<file path="src/rtl/core/assert_macros.svh">
`ifndef ASSERT_MACROS_SVH
`define ASSERT_MACROS_SVH

// concurrent check on the rising edge, held off while reset is low
`define ASSERT_AT(label, prop, msg) \
  label: assert property (@(posedge clk) disable iff (!rst_n) prop) else $error(msg);

// condition that must never be seen on a clock edge
`define ASSERT_NEVER(label, cond, msg) \
  `ASSERT_AT(label, !(cond), msg)

`endif

</file>
<file path="src/rtl/core/clt_pkg.sv">
package clt_pkg;

  localparam int unsigned MAX_RES  = 3;
  localparam int unsigned RES_W    = $clog2(MAX_RES + 1);
  localparam int unsigned QDEPTH   = 4;
  localparam int unsigned QPTR_W   = $clog2(QDEPTH);
  localparam int unsigned QCNT_W   = $clog2(QDEPTH + 1);
  localparam int unsigned KW_COUNT = 5;
  localparam int unsigned MLEN_W   = 3;

  localparam logic [7:0] SEP_LIMIT = 8'd32;
  localparam logic [7:0] CH_COLON  = 8'h3A;
  localparam logic [7:0] CH_COMMA  = 8'h2C;
  localparam logic [7:0] CH_BSLASH = 8'h5C;
  localparam logic [7:0] CH_DQUOTE = 8'h22;
  localparam logic [7:0] CH_SQUOTE = 8'h27;
  localparam logic [1:0] VEC_ARGS  = 2'd3;
  localparam logic [1:0] VAR_ARGS  = 2'd1;
  localparam logic [MLEN_W-1:0] MLEN_MAX = '1;
  localparam logic [KW_COUNT-1:0] PREFIX_ALL = '1;

  localparam int unsigned KW_VEC  = 0;
  localparam int unsigned KW_ROT  = 1;
  localparam int unsigned KW_FN   = 2;
  localparam int unsigned KW_NAME = 3;
  localparam int unsigned KW_VAR  = 4;

  // keyword text, character 0 in the low byte of each row
  localparam logic [KW_COUNT-1:0][4:0][7:0] KW_TEXT = {
    {8'h00, ":", "r", "a", "v"},
    {":", "e", "m", "a", "n"},
    {8'h00, 8'h00, ":", "n", "f"},
    {8'h00, ":", "t", "o", "r"},
    {8'h00, ":", "c", "e", "v"}
  };
  localparam logic [KW_COUNT-1:0][MLEN_W-1:0] KW_LEN = {
    3'd4, 3'd5, 3'd3, 3'd4, 3'd4
  };

  typedef enum logic {
    OP_BYTE = 1'b0,
    OP_END  = 1'b1
  } op_t;

  typedef enum logic [1:0] {
    KIND_TOKEN = 2'd0,
    KIND_EOT   = 2'd1,
    KIND_EOM   = 2'd2
  } kind_t;

  // all results caused by one input beat
  typedef struct packed {
    logic [RES_W-1:0]              cnt;
    kind_t [MAX_RES-1:0]           kind;
    logic [MAX_RES-1:0][7:0]       data;
  } bundle_t;

  function automatic logic [KW_COUNT-1:0] kw_match(input logic [KW_COUNT-1:0] prefix,
                                                   input logic [MLEN_W-1:0] mlen,
                                                   input logic [7:0] b);
    logic [KW_COUNT-1:0] res;
    res = prefix;
    for (int k = 0; k < KW_COUNT; k++) begin
      if (mlen >= KW_LEN[k]) begin
        res[k] = 1'b0;
      end else if (KW_TEXT[k][mlen] != b) begin
        res[k] = 1'b0;
      end
    end
    return res;
  endfunction

  function automatic logic kw_hit(input logic [KW_COUNT-1:0] prefix,
                                  input logic [MLEN_W-1:0] mlen,
                                  input int unsigned k);
    return prefix[k] && (mlen == KW_LEN[k]);
  endfunction

  function automatic logic [7:0] unescape(input logic [7:0] b);
    case (b)
      "n":     return 8'd10;
      "t":     return 8'd9;
      "r":     return 8'd13;
      "0":     return 8'd0;
      default: return b;
    endcase
  endfunction

endpackage

</file>
<file path="src/rtl/core/clt_front.sv">
`include "assert_macros.svh"

module clt_front (
  input  logic             clk,
  input  logic             rst_n,
  input  logic             in_tvalid,
  output logic             in_tready,
  input  logic [7:0]       in_tdata,
  input  logic             in_tuser,
  input  logic             q_full,
  output logic             push,
  output clt_pkg::bundle_t push_bundle
);

  typedef enum logic [1:0] {
    MODE_BETWEEN = 2'd0,
    MODE_PLAIN   = 2'd1,
    MODE_QUOTED  = 2'd2,
    MODE_ESCAPE  = 2'd3
  } mode_t;

  typedef enum logic [1:0] {
    JOIN_NONE = 2'd0,
    JOIN_VEC  = 2'd1,
    JOIN_VAR  = 2'd2
  } join_t;

  mode_t                          mode_r, mode_nxt;
  logic                           qsingle_r, qsingle_nxt;
  logic [clt_pkg::KW_COUNT-1:0]   prefix_r, prefix_nxt;
  logic [clt_pkg::MLEN_W-1:0]     mlen_r, mlen_nxt;
  join_t                          join_r, join_nxt;
  logic [1:0]                     jleft_r, jleft_nxt;
  logic                           colon_r, colon_nxt;

  logic                           accept;
  clt_pkg::op_t                   op;
  logic [clt_pkg::RES_W-1:0]      n;
  logic                           comma_en, tb_en, end_en;
  logic [7:0]                     tb_val;
  logic [7:0]                     quote_ch;

  assign in_tready = !q_full;
  assign accept    = in_tvalid && in_tready;
  assign op        = clt_pkg::op_t'(in_tuser);
  assign quote_ch  = qsingle_r ? clt_pkg::CH_SQUOTE : clt_pkg::CH_DQUOTE;

  always_comb begin
    mode_nxt    = mode_r;
    qsingle_nxt = qsingle_r;
    prefix_nxt  = prefix_r;
    mlen_nxt    = mlen_r;
    join_nxt    = join_r;
    jleft_nxt   = jleft_r;
    colon_nxt   = colon_r;
    comma_en    = 1'b0;
    tb_en       = 1'b0;
    end_en      = 1'b0;
    tb_val      = in_tdata;
    n           = '0;
    push_bundle = '0;

    // classify the beat
    if (op == clt_pkg::OP_END) begin
      tb_en  = (mode_r == MODE_ESCAPE);
      tb_val = clt_pkg::CH_BSLASH;
      end_en = (mode_r != MODE_BETWEEN);
    end else begin
      case (mode_r)
        MODE_BETWEEN: begin
          if (in_tdata > clt_pkg::SEP_LIMIT) begin
            comma_en   = (join_r == JOIN_VEC) && !colon_r;
            prefix_nxt = clt_pkg::PREFIX_ALL;
            mlen_nxt   = '0;
            if (in_tdata == clt_pkg::CH_DQUOTE || in_tdata == clt_pkg::CH_SQUOTE) begin
              mode_nxt    = MODE_QUOTED;
              qsingle_nxt = (in_tdata == clt_pkg::CH_SQUOTE);
            end else begin
              mode_nxt = MODE_PLAIN;
              tb_en    = 1'b1;
            end
          end
        end
        MODE_PLAIN: begin
          if (in_tdata <= clt_pkg::SEP_LIMIT) begin
            end_en = 1'b1;
          end else begin
            tb_en = 1'b1;
          end
        end
        MODE_QUOTED: begin
          if (in_tdata == quote_ch) begin
            end_en = 1'b1;
          end else if (in_tdata == clt_pkg::CH_BSLASH) begin
            mode_nxt = MODE_ESCAPE;
          end else begin
            tb_en = 1'b1;
          end
        end
        default: begin
          tb_en    = 1'b1;
          tb_val   = clt_pkg::unescape(in_tdata);
          mode_nxt = MODE_QUOTED;
        end
      endcase
    end

    if (comma_en) begin
      push_bundle.kind[n] = clt_pkg::KIND_TOKEN;
      push_bundle.data[n] = clt_pkg::CH_COMMA;
      n         = n + 1'b1;
      colon_nxt = 1'b0;
    end

    if (tb_en) begin
      prefix_nxt = clt_pkg::kw_match(prefix_nxt, mlen_nxt, tb_val);
      if (mlen_nxt != clt_pkg::MLEN_MAX) begin
        mlen_nxt = mlen_nxt + 1'b1;
      end
      push_bundle.kind[n] = clt_pkg::KIND_TOKEN;
      push_bundle.data[n] = tb_val;
      n         = n + 1'b1;
      colon_nxt = (tb_val == clt_pkg::CH_COLON);
    end

    if (end_en) begin
      if (join_r != JOIN_NONE) begin
        jleft_nxt = jleft_r - 1'b1;
        if (jleft_nxt == 2'd0) begin
          join_nxt = JOIN_NONE;
          push_bundle.kind[n] = clt_pkg::KIND_EOT;
          n = n + 1'b1;
        end
      end else if (clt_pkg::kw_hit(prefix_nxt, mlen_nxt, clt_pkg::KW_VEC) ||
                   clt_pkg::kw_hit(prefix_nxt, mlen_nxt, clt_pkg::KW_ROT)) begin
        join_nxt  = JOIN_VEC;
        jleft_nxt = clt_pkg::VEC_ARGS;
      end else if (clt_pkg::kw_hit(prefix_nxt, mlen_nxt, clt_pkg::KW_FN) ||
                   clt_pkg::kw_hit(prefix_nxt, mlen_nxt, clt_pkg::KW_NAME) ||
                   clt_pkg::kw_hit(prefix_nxt, mlen_nxt, clt_pkg::KW_VAR)) begin
        join_nxt  = JOIN_VAR;
        jleft_nxt = clt_pkg::VAR_ARGS;
      end else begin
        push_bundle.kind[n] = clt_pkg::KIND_EOT;
        n = n + 1'b1;
      end
      mode_nxt   = MODE_BETWEEN;
      prefix_nxt = clt_pkg::PREFIX_ALL;
      mlen_nxt   = '0;
    end

    if (op == clt_pkg::OP_END) begin
      // a join still open at end of message closes short
      if (join_nxt != JOIN_NONE) begin
        push_bundle.kind[n] = clt_pkg::KIND_EOT;
        n = n + 1'b1;
      end
      push_bundle.kind[n] = clt_pkg::KIND_EOM;
      n = n + 1'b1;
      mode_nxt    = MODE_BETWEEN;
      qsingle_nxt = 1'b0;
      prefix_nxt  = clt_pkg::PREFIX_ALL;
      mlen_nxt    = '0;
      join_nxt    = JOIN_NONE;
      jleft_nxt   = '0;
      colon_nxt   = 1'b0;
    end

    push_bundle.cnt = n;
  end

  assign push = accept && (n != '0);

  always_ff @(posedge clk) begin
    if (!rst_n) begin
      mode_r    <= MODE_BETWEEN;
      qsingle_r <= 1'b0;
      prefix_r  <= clt_pkg::PREFIX_ALL;
      mlen_r    <= '0;
      join_r    <= JOIN_NONE;
      jleft_r   <= '0;
      colon_r   <= 1'b0;
    end else if (accept) begin
      mode_r    <= mode_nxt;
      qsingle_r <= qsingle_nxt;
      prefix_r  <= prefix_nxt;
      mlen_r    <= mlen_nxt;
      join_r    <= join_nxt;
      jleft_r   <= jleft_nxt;
      colon_r   <= colon_nxt;
    end
  end

  `ASSERT_AT(a_eom_clears, (accept && op == clt_pkg::OP_END) |=> (mode_r == MODE_BETWEEN && join_r == JOIN_NONE && mlen_r == '0), "end of message left scan state behind")

endmodule

</file>
<file path="src/rtl/core/clt_queue.sv">
`include "assert_macros.svh"

module clt_queue (
  input  logic             clk,
  input  logic             rst_n,
  input  logic             push,
  input  clt_pkg::bundle_t wr_bundle,
  output logic             full,
  input  logic             pop,
  output logic             head_valid,
  output clt_pkg::bundle_t head
);

  clt_pkg::bundle_t              mem [clt_pkg::QDEPTH];
  logic [clt_pkg::QPTR_W-1:0]    wr_ptr_r, rd_ptr_r;
  logic [clt_pkg::QCNT_W-1:0]    count_r;

  assign full       = (count_r == clt_pkg::QCNT_W'(clt_pkg::QDEPTH));
  assign head_valid = (count_r != '0);
  assign head       = mem[rd_ptr_r];

  always_ff @(posedge clk) begin
    if (push) begin
      mem[wr_ptr_r] <= wr_bundle;
    end
  end

  always_ff @(posedge clk) begin
    if (!rst_n) begin
      wr_ptr_r <= '0;
      rd_ptr_r <= '0;
      count_r  <= '0;
    end else begin
      if (push) begin
        wr_ptr_r <= (wr_ptr_r == clt_pkg::QPTR_W'(clt_pkg::QDEPTH - 1)) ? '0 : wr_ptr_r + 1'b1;
      end
      if (pop) begin
        rd_ptr_r <= (rd_ptr_r == clt_pkg::QPTR_W'(clt_pkg::QDEPTH - 1)) ? '0 : rd_ptr_r + 1'b1;
      end
      case ({push, pop})
        2'b10:   count_r <= count_r + 1'b1;
        2'b01:   count_r <= count_r - 1'b1;
        default: count_r <= count_r;
      endcase
    end
  end

  `ASSERT_NEVER(a_no_overflow, push && full, "bundle pushed into a full queue")
  `ASSERT_NEVER(a_no_underflow, pop && !head_valid, "bundle popped from an empty queue")

endmodule

</file>
<file path="src/rtl/core/clt_back.sv">
`include "assert_macros.svh"

module clt_back (
  input  logic             clk,
  input  logic             rst_n,
  input  logic             head_valid,
  input  clt_pkg::bundle_t head,
  output logic             pop,
  output logic             out_tvalid,
  input  logic             out_tready,
  output logic [7:0]       out_tdata,
  output logic [1:0]       out_tuser,
  output logic             out_tlast
);

  logic [clt_pkg::RES_W-1:0] sub_r;
  logic                      out_valid_r;
  clt_pkg::kind_t            out_kind_r;
  logic [7:0]                out_data_r;
  logic                      out_last_r;
  logic                      load;
  logic                      sel_last;
  logic [1:0]                sel_idx;

  // output slot refills as the current beat leaves
  assign load     = head_valid && (!out_valid_r || out_tready);
  assign sel_idx  = sub_r[1:0];
  assign sel_last = (sub_r == head.cnt - 1'b1);
  assign pop      = load && sel_last;

  always_ff @(posedge clk) begin
    if (!rst_n) begin
      sub_r       <= '0;
      out_valid_r <= 1'b0;
    end else begin
      if (load) begin
        out_valid_r <= 1'b1;
        sub_r       <= sel_last ? '0 : sub_r + 1'b1;
      end else if (out_tready) begin
        out_valid_r <= 1'b0;
      end
    end
  end

  always_ff @(posedge clk) begin
    if (load) begin
      out_kind_r <= head.kind[sel_idx];
      out_data_r <= head.data[sel_idx];
      out_last_r <= sel_last;
    end
  end

  assign out_tvalid = out_valid_r;
  assign out_tdata  = out_data_r;
  assign out_tuser  = out_kind_r;
  assign out_tlast  = out_last_r;

  // results of one input beat leave without gaps
  `ASSERT_AT(a_run_contiguous, (out_valid_r && out_tready && !out_last_r) |=> out_valid_r, "gap inside a run of results")
  `ASSERT_AT(a_sub_has_head, (sub_r != '0) |-> head_valid, "partial bundle without a queue head")

endmodule

</file>
<file path="src/rtl/core/command_line_tokenizer.sv">
// a result passes through a queue entry and then the output register before out_tvalid
// throughput: one input beat per cycle while the queue has room; the output stage sends
//   one result beat per cycle while out_tready holds; a beat's k results go out in order
// a four-entry queue of per-beat result bundles lets bursts of multi-result beats pass
// reset: synchronous, active low; clears scan state, queue and output stage
module command_line_tokenizer (
  input  logic       clk,
  input  logic       rst_n,
  input  logic       in_tvalid,
  output logic       in_tready,
  input  logic [7:0] in_tdata,   // [7:0] in_byte
  input  logic       in_tuser,   // [0] opcode
  output logic       out_tvalid,
  input  logic       out_tready,
  output logic [7:0] out_tdata,  // [7:0] out_byte
  output logic [1:0] out_tuser,  // [1:0] kind
  output logic       out_tlast   // run_last
);

  logic             q_full;
  logic             push;
  clt_pkg::bundle_t push_bundle;
  logic             pop;
  logic             head_valid;
  clt_pkg::bundle_t head;

  clt_front u_front (
    .clk         (clk),
    .rst_n       (rst_n),
    .in_tvalid   (in_tvalid),
    .in_tready   (in_tready),
    .in_tdata    (in_tdata),
    .in_tuser    (in_tuser),
    .q_full      (q_full),
    .push        (push),
    .push_bundle (push_bundle)
  );

  clt_queue u_queue (
    .clk        (clk),
    .rst_n      (rst_n),
    .push       (push),
    .wr_bundle  (push_bundle),
    .full       (q_full),
    .pop        (pop),
    .head_valid (head_valid),
    .head       (head)
  );

  clt_back u_back (
    .clk        (clk),
    .rst_n      (rst_n),
    .head_valid (head_valid),
    .head       (head),
    .pop        (pop),
    .out_tvalid (out_tvalid),
    .out_tready (out_tready),
    .out_tdata  (out_tdata),
    .out_tuser  (out_tuser),
    .out_tlast  (out_tlast)
  );

endmodule
</file>
<file path="config.mk">
export PLATFORM = sky130hd
export DESIGN_NAME = command_line_tokenizer
export DESIGN_NICKNAME = d
export VERILOG_FILES = /design/src/rtl/core/clt_pkg.sv /design/src/rtl/core/clt_front.sv /design/src/rtl/core/clt_queue.sv /design/src/rtl/core/clt_back.sv /design/src/rtl/core/command_line_tokenizer.sv
export VERILOG_INCLUDE_DIRS = /design/src /design/src/rtl/core
export SDC_FILE = /design/constraint.sdc
export NUM_CORES = 1
export LEC_CHECK = 0
export BUFFER_PORTS_ARGS = -buffer_cell sky130_fd_sc_hd__buf_2
export CORE_MARGIN = 2
export CORE_UTILIZATION = 31
export CTS_CLUSTER_SIZE = 20
export DETAILED_ROUTE_END_ITERATION = 10
export SKIP_LAST_GASP = 1
export SLEW_MARGIN = 0
export SYNTH_ARGS = -nofsm -noshare
export SYNTH_HDL_FRONTEND = slang
export SYNTH_SLANG_ARGS = --single-unit
</file>
<file path="constraint.sdc">
create_clock -name clk -period 8.6 [get_ports clk]
set_input_delay 1.29 -clock clk [delete_from_list [all_inputs] [get_ports clk]]
set_output_delay 1.29 -clock clk [all_outputs]
set_load 0.02 [all_outputs]
</file>
# After elaboration in Yosys (flattened, before gate mapping)

Memory sizes are Yosys's and may differ from the RTL's. A register that Yosys moved wholly into a read port is not among the register bits.
Cells that the tools add are included.

Register bits: 37
Memory bits (writable): 128
ROM bits: 320
Input bits: 13
Output and inout port bits: 13
Word-level logic and storage cells: 245
Memories kept: 6

$add $sub $neg: 12
Order comparisons: 15
Equal/unequal tests: 32
Muxes and demuxes: 114
Bitwise gates (word level): 9
Reductions and logical operators: 42

Memory list:

| name            | depth | bits a word | rd ports | clocked after Yosys merged registers in | wr ports | line            | RTL |
|---|---|---|---|---|---|---|---|
| u_queue.mem     | 4     | 32          | 1        | 1                                       | 1        | clt_queue.sv:14 | `clt_pkg::bundle_t mem [clt_pkg::QDEPTH];` |
| (no name shown) | 8     | 8           | 1        | 0                                       | 0        | clt_pkg.sv:66   | `end else if (KW_TEXT[k][mlen] != b) begin` |
| (no name shown) | 8     | 8           | 1        | 0                                       | 0        | clt_pkg.sv:66   |  |
| (no name shown) | 8     | 8           | 1        | 0                                       | 0        | clt_pkg.sv:66   |  |
| (no name shown) | 8     | 8           | 1        | 0                                       | 0        | clt_pkg.sv:66   |  |
| (no name shown) | 8     | 8           | 1        | 0                                       | 0        | clt_pkg.sv:66   |  |

Operator list:

| kind                                                                  | count |
|---|---|
| 8-bit two-way mux                                                     | 9 |
| 2-bit two-way mux                                                     | 35 |
| 6-bit two-way mux                                                     | 9 |
| 8-bit inequality test                                                 | 5 |
| 1-bit two-way mux                                                     | 34 |
| 8-bit by 6-bit equality test with 1-bit output, second input constant | 4 |
| 8-bit by 7-bit equality test with 1-bit output, second input constant | 4 |
| 8-bit case mux with 4 select lines                                    | 1 |
| 5-bit two-way mux                                                     | 6 |
| 24-bit bitwise mux                                                    | 1 |
| 24-bit two-way mux                                                    | 1 |
| 3-bit two-way mux                                                     | 8 |
| 2-bit nonzero test                                                    | 10 |
| 8-bit binary-select mux with 2-bit select                             | 1 |
| 8-bit demux with 2-bit select                                         | 1 |
| 1-bit logical AND                                                     | 14 |
| 2-bit by 1-bit adder with 2-bit output, second input constant         | 6 |
| 2-bit demux with 2-bit select                                         | 3 |
| 2-bit by 3-bit < comparator with 1-bit output, second input constant  | 4 |
| 2-bit equality test, second input constant                            | 5 |
| 3-bit equality test, second input constant                            | 3 |
| 3-bit NOT                                                             | 3 |
| 8-bit equality test                                                   | 1 |
| 8-bit by 6-bit > comparator with 1-bit output, second input constant  | 1 |
| 37 further kinds                                                      | 55 |

# Logic depth before layout (Yosys ltp)

Gate-level depths: netlist of run 1.

Word-level depth: 27
Depth in mapped cells: 30
Mapped depth without buffers: 28

# Modules after synthesis

A second synthesis of run 1 with hierarchy kept.

Cell total of the unflattened synthesis: 620
Area total of the unflattened synthesis: 8276.7 µm²

Modules (own cells, without submodules):

| module    | times used | cells an instance | area each (µm²) | sequential area each (µm²) |
|---|---|---|---|---|
| clt_queue | 1          | 210               | 5114.9          | 4023.9 |
| clt_front | 1          | 342               | 2429.8          | 320.3 |
| clt_back  | 1          | 68                | 732.0           | 390.4 |

# Least setup slack after synthesis of run 1

No wires, ideal clock.

Path kind: input to register
From: input port in_tdata[3]
To: register u_queue.count_r[2] in the netlist's numbering
Library setup time: 0.076 ns
Arrival: 7.242 ns
Required time: 8.524 ns
Slack: 1.282 ns
Stages: 28
Path buffers: 3
Cells stage by stage: buf_2 -> or4_4 -> o211a_2 -> buf_2 -> nor2_1 -> ha_1 -> clkbuf_1 -> nor3b_1 -> o211ai_1 -> nand2_1 -> xnor2_1 -> o41a_1 -> a21oi_1 -> a211o_1 -> o21a_1 -> mux2i_1 -> ha_1 -> mux2_1 -> ha_1 -> a31oi_1 -> o311a_4 -> inv_2 -> ha_1 -> inv_1 -> fa_1 -> xor2_1 -> or3_1 -> a21boi_0

Word-level cells in the longest chain between the ends: 26
Elaborated cells on any way between the ends: 103
Classes of those cells: add/sub: 5; order compare: 5; eq/ne: 19; mux: 56; reduce/logical: 13; memory: 5

Ends and longest elaborated chain:

| item                                                                                  | line                         | RTL |
|---|---|---|
| from (decl)                                                                           | command_line_tokenizer.sv:11 | `input logic [7:0] in_tdata,` |
| 8-bit by 6-bit > comparator with 1-bit output                                         | clt_front.sv:71              | `if (in_tdata > clt_pkg::SEP_LIMIT) begin` |
| 3-bit two-way mux                                                                     | clt_front.sv:71              |  |
| 3-bit two-way mux                                                                     | clt_front.sv:69              | `case (mode_r)` |
| 3-bit two-way mux                                                                     | clt_front.sv:64              | `if (op == clt_pkg::OP_END) begin` |
| memory read 8 x 8 bit                                                                 | -                            |  |
| 8-bit two-way mux (not written as such)                                               | clt_pkg.sv:66                |  |
| 8-bit inequality test                                                                 | clt_pkg.sv:66                |  |
| 1-bit two-way mux                                                                     | clt_pkg.sv:66                |  |
| [10 not listed]                                                                       | -                            |  |
| 2-bit two-way mux                                                                     | clt_front.sv:154             | `if (join_nxt != JOIN_NONE) begin` |
| 2-bit two-way mux                                                                     | clt_front.sv:152             | `if (op == clt_pkg::OP_END) begin` |
| 2-bit by 1-bit adder with 2-bit output                                                | clt_front.sv:159             | `n = n + 1'b1;` |
| 2-bit two-way mux (*)                                                                 | clt_front.sv:152             |  |
| 2-bit nonzero test (*)                                                                | clt_front.sv:172             | `assign push = accept && (n != '0);` |
| 1-bit logical AND (*)                                                                 | clt_front.sv:172             |  |
| 2-bit by 1-bit equality test with 1-bit output or 2-bit equality test (tied branches) | clt_queue.sv:40              | `case ({push, pop})` |
| 3-bit case mux with 2 select lines or 2-bit nonzero test (tied branches)              | -                            |  |
| to (signal assigned)                                                                  | clt_queue.sv:41              | `2'b10: count_r <= count_r + 1'b1;` |
| to (signal assigned)                                                                  | clt_queue.sv:42              | `2'b01: count_r <= count_r - 1'b1;` |
| to (signal assigned)                                                                  | clt_queue.sv:43              | `default: count_r <= count_r;` |
| to (decl)                                                                             | clt_queue.sv:16              | `logic [clt_pkg::QCNT_W-1:0] count_r;` |

Mark *: on every way between the ends. The rest lies on a longest branch, timed or not. The select of a mux whose other input is x is not followed.
A chain may end at the register's enable or synchronous reset.

# Worst setup path in the final report of run 1

From: input port in_tdata[2]
To: register u_queue.count_r[2] in the netlist's numbering

The elaborated chain is that of the path after synthesis.

==> results of run 1 <==
-- area by class of cell --
class	count	area [sq um]	area share
flip-flops and latches	135	3774	0.4587
clock inverters	15	176.4	0.02144
well taps	285	356.6	0.04335
multi-input cells	417	3212	0.3904
clock buffers	17	425.4	0.05171
inverters	24	90.09	0.01095
repair buffers	34	192.7	0.02342
-- metal layers --
layer / vias up / share of wire / global-route usage
li1: 2354 / - / -
met1: 2361 / 0.48 / 0.1819
met2: 115 / 0.47 / 0.2098
met3: 16 / 0.044 / 0.03074
met4: 0 / 0.012 / 0.03451
met5: - / 0 / 0
-- sequential cells by signal (all words and copies together), names as in the netlist, 3 cells and up, named ones only --
signal	flops
u_back.out_tdata	8
u_queue.mem	96
u_front.prefix_r	5
u_front.mlen_r	3
u_queue.count_r	3
-- power breakdown --
group          switching (W)  internal [W]
combinational       0.000245      0.000175
clock               0.000316      0.000416
sequential         0.0000404      0.000803
total               0.000601       0.00139
-- cells in the final DEF (no fill, tap or decap), types with 3 or more instances in the layout --
| cell type | n |
|---|---|
| inv_8 | 4 |
| dfxtp_1 | 28 |
| nand3_1 | 16 |
| and2_1 | 15 |
| nor2b_1 | 15 |
| or2_2 | 3 |
| inv_6 | 6 |
| a21boi_0 | 8 |
| a31oi_1 | 3 |
| nand3b_1 | 3 |
| nand2b_1 | 7 |
| a41oi_1 | 3 |
| clkbuf_16 | 17 |
| xor2_1 | 8 |
| o22ai_1 | 6 |
| and3_1 | 5 |
| xnor2_1 | 14 |
| buf_4 | 9 |
| buf_2 | 25 |
| inv_1 | 22 |
| o21ai_1 | 3 |
| o31a_1 | 3 |
| ha_1 | 23 |
| a21oi_1 | 15 |
| o21ai_0 | 22 |
| nor3_1 | 12 |
| mux2i_1 | 18 |
| edfxtp_1 | 107 |
| nor2_1 | 59 |
| or3_1 | 7 |
| o211ai_1 | 6 |
| mux4_2 | 24 |
| nand2_1 | 39 |
| o21a_1 | 5 |
| a22oi_1 | 5 |
| a32oi_1 | 3 |
| nand4_1 | 13 |
-- stage by stage --
stage               setup slack, ps    util  power [W]  area (sq um)
detailed placement            675.7  0.3358   0.001286          7625
global route                  530.6  0.3623   0.002094          8227
finish                         1061  0.3623   0.001995          8227
floorplan                      1282       -   0.001167          7213
CTS                            1085  0.3623   0.002020          8227
global placement              848.8  0.3358   0.001280          7625
-- logic make-up (layout without fill, tap and decap cells) --
family                     count (synthesis)  in the layout  share of synthesized area
and+or+nand+nor                          215            215                     0.1561
DFF                                      135            135                     0.5232
AOI/OAI and AO/OA                        111            111                     0.1152
buffers and inverters                     57             90                    0.03157
muxes                                     45             45                     0.1046
adders and majority gates                 24             24                    0.04267
xor gates and xnor gates                  22             22                    0.02671
-- worst max path at each step --
stage          cells past startpoint  slack, ps   startpoint                 end
2_1_floorplan                     28       1280  in_tdata[3]  u_queue.count_r[2]
3_3_place_gp                      26        850  in_tdata[2]  u_queue.count_r[2]
3_5_place_dp                      26        680  in_tdata[0]  u_queue.count_r[2]
4_1_cts                           26       1090  in_tdata[0]  u_queue.count_r[2]
5_1_grt                           26        530  in_tdata[2]  u_queue.count_r[2]
6_report                          26       1060  in_tdata[2]  u_queue.count_r[2]
-- critical path: cells and delay by family --
kind            cells  cell delay (ps)
buf+inv             3              330
compound gates      9             2230
xor+xnor            2              250
fa+ha+maj           5             1630
mux                 2              760
simple gates        5             1380
==> results_dict.tcl, run 1 <==
set metrics [dict create \
    worstMarginPinSlew_ps 896.2 \
    power.density_nw_per_um2 242.5 \
    synth.top_cells.by_count "edfxtp_1 (107), nor2_1 (59), nand2_1 (39)" \
    drt-total-wl_microns 15470 \
    finalSetupTns_ps 0 \
    grt_pass1_wl_microns 25030 \
    reg2reg_to "u_queue.count_r[2]" \
    holdPathEnd "u_back.out_tvalid" \
    drtAntennaViolNets 0 \
    yosys_warnings 0 \
    synth_top_area_share 0.4454 \
    synth_cells 609 \
    postCtsSetupRepairBufs 0 \
    startpoint_type "input pin" \
    setup_violations 0 \
    dieArea_sq_um 24500 \
    synth_async_sr_flop_share 0 \
    portBuffers 25 \
    firstDrtPassIters 5 \
    antenna_found_initial 0 \
    hp-class "flop to flop" \
    clk_pin_slew_worst_paths_ps 60 \
    slew_headroom 0.4017 \
    synth_top_area_cell "edfxtp_1" \
    n_antenna_cell 0 \
    row_count 55 \
    num_io_pins 26 \
    r2r-start "u_front.mode_r[0]" \
    status "finished, final reports clean" \
    skew_ps 7.052 \
    netlist_area_sq_um 7213 \
    min_from "u_back.out_tvalid" \
    die_h_microns 156.5 \
    layout-drive-gt1-share 0.1760 \
    seq_area_frac_synth 0.5232 \
    final_cells 927 \
    ff2ff_setup_slack_ps 1830 \
    core_area_sq_um 22710 \
    cpMostUsedCell "ha_1" \
    hold_path_depth 2 \
    period_minus_slack_ps 7539 \
    synth.distinct_cells 82 \
    insertion_delay_ps 420 \
    crit_type "input pin to flop" \
    vias 4846 \
    cp.required_ps 8940 \
    synth_ff_type "edfxtp_1" \
    slowest_delay_ps 620 \
    rsz0062_at_grt "false" \
    drcViolationCount 0 \
    wl_per_cell_microns 16.69 \
    cp_max_fo 18 \
    cp-end-kind "flop" \
    areaGrowthSynthToFinish_pct 14.05 \
    p_leak_nw 2.828 \
    dieWidth_microns 156.5 \
    grt_pass1_vias 4720 \
    drt_iter0_markers 472 \
    fillers 2246 \
    cts_root_buffer "clkbuf_16" \
    cpMaxStageDelayCell "o211ai_2" \
    via_per_inst 5.228 \
    cts_tree "built" \
    cts_buffers 17 \
    synth_fp_nets 646 \
    whs_ps 470.3 \
    max-vdd-ir-drop_v 0.00009937 \
    synth_most_common_cell "edfxtp_1" \
    hpwl_microns 10470 \
    htree_levels 4 \
    hold_viol 0 \
    placed_cells 895 \
    syn_avg_cell_area_sq_um 11.84 \
    fmax_ghz 0.1326 \
    arrival_ps 7880 \
    ctsResizeCount 0 \
    ys_seq_elements 135 \
    gr-total-overflow 0 \
    start_util 0.3176 \
    synth_edf_count 107 \
    cts_sinks 135 \
    synth_area_leaders "edfxtp_1 (45%), dfxtp_1 (7.8%), mux4_2 (7.5%), ha_1 (4.0%), nor2_1 (3.1%)" \
    fin_nets 666 \
    drv_slew 0 \
    place.gp.congestion 0.8753 \
    cts_hold_buf 0 \
    reg2regPathDepth 27 \
    grt_max_degree 39 \
    fin_crit_sh 0.8767 \
    max-cap-violations 0 \
    track_usage 0.1320 \
    cts_buffer_depth 2 \
]
Power figures use the tool's default switching activity.
==> run 2, diff against run 1 <==
Settings changed: CTS_BUF_LIST from default to sky130_fd_sc_hd__clkbuf_4 sky130_fd_sc_hd__clkbuf_8, PLACE_DENSITY from default to 0.48.
==> run 2 against run 1 <==
Clock power fell by 27%. Cell count did not move. Worst hold slack got worse by 2.6 ps. Critical path depth did not move. Clock-buffer cell count did not move. Sequential share of layout area rose by 1.1 points. Via count rose by 1.8%. Highest routed layer unchanged.
==> results_dict.tcl, run 2 (synthesis gave the netlist of run 1 again) <==
set metrics [dict create \
    status "finished, final reports clean" \
    reg2regPathDepth 27 \
    cts_sinks 135 \
    largest_register "u_queue.mem" \
    worstMarginPinSlew_ps 972.5 \
    slew_headroom 0.3508 \
    row_count 55 \
    setup_violations 0 \
    wl_per_cell_microns 18.27 \
    placed_cell_area_sq_um 7629 \
    gr-total-overflow 0 \
    postCtsSetupRepairBufs 0 \
    hold_viol 0 \
    fin_crit_sh 0.8687 \
    met3_length_microns 653 \
    endpoint "u_queue.count_r[2]" \
    dieWidth_microns 156.5 \
    cpMaxStageDelayCell "or4_4" \
    period_minus_slack_ps 7470 \
    areaGrowthSynthToFinish_pct 11.31 \
    cp_top_family "compound AO/OA/AOI/OAI gates" \
    layout_commonest_cell "edfxtp_1" \
    slowest_delay_ps 580 \
    drtAntennaViolNets 0 \
    n_antenna_cell 0 \
    fin_nets 666 \
    clk_pin_slew_worst_paths_ps 80 \
    core_area_sq_um 22710 \
    cts_buffer_depth 2 \
    die_h_microns 156.5 \
    crit_type "input pin to flop" \
    skew_ps 17.20 \
    fillers 2249 \
    dieArea_sq_um 24500 \
    cp-end-kind "flop" \
    cp.required_ps 8960 \
    cts_hold_buf 0 \
    ff2ff_setup_slack_ps 1750 \
    grt_pass1_vias 5094 \
    hpwl_microns 11310 \
    drt_iter0_markers 433 \
    vias 4932 \
    rsz0062_at_grt "false" \
    startpoint_type "input pin" \
    ctsResizeCount 0 \
    wl_met1_microns 7853 \
    via_per_inst 5.320 \
    place.gp.congestion 0.9369 \
    cpMostUsedCell "ha_1" \
    num_io_pins 26 \
    layout-drive-gt1-share 0.1776 \
    cts_buffers 17 \
    grt_pass1_wl_microns 27210 \
    met2WireLength_microns 8200 \
    cts_tree "built" \
    critPathLaunch "in_tdata[0]" \
    routed.top_layer "met4" \
    htree_levels 4 \
    r2r-start "u_front.mode_r[0]" \
    finalSetupTns_ps 0 \
    finalInstanceArea_sq_um 8029 \
    cp_num_cells 26 \
    portBuffers 25 \
    grt_max_degree 39 \
    final_cell_mix "edfxtp_1 (107), nor2_1 (59), nand2_1 (39)" \
    drt-total-wl_microns 16940 \
    reg2reg_to "u_queue.count_r[2]" \
    drcViolationCount 0 \
    hp-class "flop to flop" \
    antenna_found_initial 0 \
    cp_num_buf_inv 3 \
    largest_register_ffs 96 \
    track_usage 0.1449 \
    max-cap-violations 0 \
    firstDrtPassIters 5 \
    p_leak_nw 2.717 \
    insertion_delay_ps 440 \
    cts_root_buffer "clkbuf_8" \
    arrival_ps 7830 \
    cp_max_fo 14 \
    max-vdd-ir-drop_v 0.00008588 \
    drv_slew 0 \
    fmax_ghz 0.1339 \
    start_util 0.3176 \
    power.density_nw_per_um2 225.2 \
]
-- run 2: cell count changes in the layout (fill, tap and decap cells not counted), sizes merged --
cell      change
bufinv        +1
clkinv        -1
clkinvlp      +5
inv           -5
-- run 2: power breakdown --
part           switching (W)  internal, W  leakage [nW]
clock network       0.000275     0.000262         0.182
registers          0.0000431     0.000803          1.23
logic               0.000253     0.000172          1.30
-- run 2: how the worst min path moves through the flow --
stage | cells past startpoint | slack, ps | end | start
2_1_floorplan | 2 | 440 | u_front.jleft_r[1] | u_front.jleft_r[1]
3_3_place_gp | 2 | 460 | u_front.jleft_r[1] | u_front.jleft_r[1]
3_5_place_dp | 2 | 460 | u_front.jleft_r[1] | u_front.jleft_r[1]
4_1_cts | 2 | 480 | u_front.jleft_r[1] | u_front.jleft_r[1]
5_1_grt | 2 | 520 | u_front.jleft_r[1] | u_front.jleft_r[1]
6_report | 2 | 470 | u_front.jleft_r[1] | u_front.jleft_r[1]
-- run 2: tightest hold or removal path, stage by stage (launching register included) --
cell and delay, ps:
dfxtp_1 320, nand2_1 50, o21ai_0 60
-- run 2: layer usage --
| metal | vias up | track usage |
|---|---|---|
| met1 | 2450 | 0.1890 |
| met5 | - | 0 |
| li1 | 2341 | - |
| met3 | 18 | 0.02880 |
| met2 | 123 | 0.2438 |
| met4 | 0 | 0.04412 |
-- run 2: area by class of cell --
class | count | area [sq um] | share of cell area
Tap cell | 285 | 356.6 | 0.04441
Clock buffer | 17 | 234.0 | 0.02914
Sequential cell | 135 | 3774 | 0.4700
Inverter | 24 | 90.09 | 0.01122
Clock inverter | 15 | 166.4 | 0.02073
Timing Repair Buffer | 34 | 192.7 | 0.02400
Multi-Input combinational cell | 417 | 3216 | 0.4005
-- run 2: stage by stage --
| step | instances | total power [W] | hold slack [ps] | setup slack (ps) | utilization |
|---|---|---|---|---|---|
| floorplan | 609 | 0.001167 | 436.0 | 1282 | - |
| global placement | 895 | 0.001286 | 456.7 | 982.7 | 0.3359 |
| detailed placement | 895 | 0.001298 | 464.2 | 710.2 | 0.3359 |
| CTS | 927 | 0.001839 | 476.9 | 1149 | 0.3536 |
| global route | 927 | 0.001912 | 518.9 | 635.3 | 0.3536 |
| finish | 927 | 0.001808 | 467.7 | 1130 | 0.3536 |
==> run 3, diff against run 2 <==
Settings changed: CORE_UTILIZATION 31 to 40, PLACE_DENSITY 0.48 to 0.58.
==> run 3 against run 2 <==
Register-to-register slack gained 30 ps. Via count shrank 1.1%. Clock power grew 3%. Worst hold slack gained 5.1 ps. Highest routed layer unchanged. Cell area shrank 0.75%. Non-clock buffer count shrank 1. Worst setup slack gained 1.1 ps. Critical path depth is the same. Combinational power grew 0.9%. Cell count shrank 6.1%. Utilization grew 9.3 points. Clock skew shrank 6.9 ps.
==> results_dict.tcl, run 3 (synthesis gave the netlist of run 1 again) <==
set metrics [dict create \
    status "finished, final reports clean" \
    hp-class "flop to flop" \
    postLayoutCoreUtil 0.4467 \
    cts_buffer_depth 2 \
    fillers 1654 \
    layout_commonest_cell "edfxtp_1" \
    hpwl_microns 11110 \
    wl_per_cell_microns 18.69 \
    via_per_inst 5.608 \
    fin_crit_sh 0.8685 \
    firstDrtPassIters 7 \
    vias 4879 \
    clk_pin_slew_worst_paths_ps 70 \
    period_minus_slack_ps 7469 \
    pre_cts_slack_ps 717.1 \
    drt_iter0_markers 373 \
    rsz0062_at_grt "false" \
    areaGrowthSynthToFinish_pct 10.48 \
    grt_pass1_vias 4993 \
    drtAntennaViolNets 0 \
    ctsResizeCount 0 \
    fin_nets 665 \
    start_util 0.4043 \
    cts_tree "built" \
    grt_max_degree 40 \
    power.density_nw_per_um2 229.6 \
    p_leak_nw 2.743 \
    postCtsSetupRepairBufs 0 \
    die_h_microns 138.3 \
    gr-total-overflow 0 \
    core_area_sq_um 17840 \
    htree_levels 4 \
    fmax_ghz 0.1339 \
    cts_sinks 135 \
    cts_root_buffer "clkbuf_8" \
    num_io_pins 26 \
    track_usage 0.1761 \
    cp_max_fo 18 \
    cts_hold_buf 0 \
    worst_slack_ps 1131 \
    arrival_ps 7830 \
    cts_buffers 17 \
    largest_register "u_queue.mem" \
    cp.required_ps 8960 \
    hold_viol 0 \
    portBuffers 25 \
    layout-drive-gt1-share 0.1700 \
    worstMarginPinSlew_ps 997.8 \
    max-vdd-ir-drop_v 0.00009953 \
    grt_pass1_wl_microns 26480 \
    crit_type "input pin to flop" \
    drcViolationCount 0 \
    setup_violations 0 \
    skew_ps 10.29 \
    cp-end-kind "flop" \
    max-cap-violations 0 \
    dieArea_sq_um 19120 \
    drt-total-wl_microns 16260 \
    startpoint_type "input pin" \
    finalSetupTns_ps 0 \
    n_antenna_cell 0 \
    drv_slew 0 \
    antenna_found_initial 0 \
    final_cell_mix "edfxtp_1 (107), nor2_1 (59), nand2_1 (39)" \
    largest_register_ffs 96 \
    insertion_delay_ps 440 \
    row_count 49 \
    slew_headroom 0.3339 \
    place.gp.congestion 0.9491 \
    dieWidth_microns 138.3 \
]
-- run 3: changes by cell type in the layout (fill, tap and decap cells not counted), sizes merged --
cell      before  now
buf           34   33
inv           28   24
clkinv         3    9
bufinv         2    4
clkbuf        17   18
clkinvlp       6    1
-- run 3: worst paths after layout --
| path | startpoint | end | slack (ps) | cells after the start |
|---|---|---|---|---|
| setup / recovery | in_tdata[2] | u_queue.count_r[2] | 1130 | 26 |
| hold / removal | u_front.jleft_r[1] | u_front.jleft_r[1] | 470 | 2 |
| hold reg to reg | u_front.jleft_r[1] | u_front.jleft_r[1] | 470 | 2 |
| setup reg to reg | u_front.mode_r[0] | u_queue.count_r[2] | 1780 | 27 |
-- run 3: critical path: stages --
cell	delay [ps]
buf_2	210
or4_4	550
o211a_2	380
nor2_1	340
ha_1	400
nor3b_1	220
o211ai_1	140
nand2_1	140
xnor2_1	80
o41a_1	400
a21oi_1	130
a211o_1	240
o21a_1	220
mux2i_1	450
ha_1	340
mux2_1	330
ha_1	310
a31oi_1	90
o311a_4	210
inv_2	60
ha_1	170
inv_1	70
fa_1	430
xor2_1	160
or3_1	310
a21boi_0	160
-- run 3: through the flow --
step | power, W | cell area, sq um | hold slack [ps] | cells
floorplan | 0.001167 | 7213 | 436.0 | 609
global placement | 0.001281 | 7547 | 454.2 | 838
detailed placement | 0.001295 | 7547 | 468.9 | 838
CTS | 0.001852 | 7969 | 479.4 | 870
global route | 0.001930 | 7969 | 515.2 | 870
finish | 0.001829 | 7969 | 472.8 | 870
-- run 3: cell type report --
class                   instances  area, sq um  share of cell area
repair buffers                 33        185.2             0.02324
well taps                     229        286.5             0.03596
flip-flops and latches        135         3774              0.4735
multi-input cells             417         3212              0.4030
clock buffers                  18        241.5             0.03030
clock inverters                14        180.2             0.02261
inverters                      24        90.09             0.01130
-- run 3: power breakdown --
part,switching [W],internal [W],total [W]
sequential,0.0000439,0.000803,0.000847
combinational,0.000253,0.000175,0.000429
clock,0.000238,0.000316,0.000554
-- run 3: layer usage --
metal	vias up	share of wire	track usage
li1	2340	-	-
met1	2422	0.44	0.2231
met2	102	0.51	0.3025
met3	15	0.037	0.03568
met4	0	0.013	0.05961
met5	-	0	0
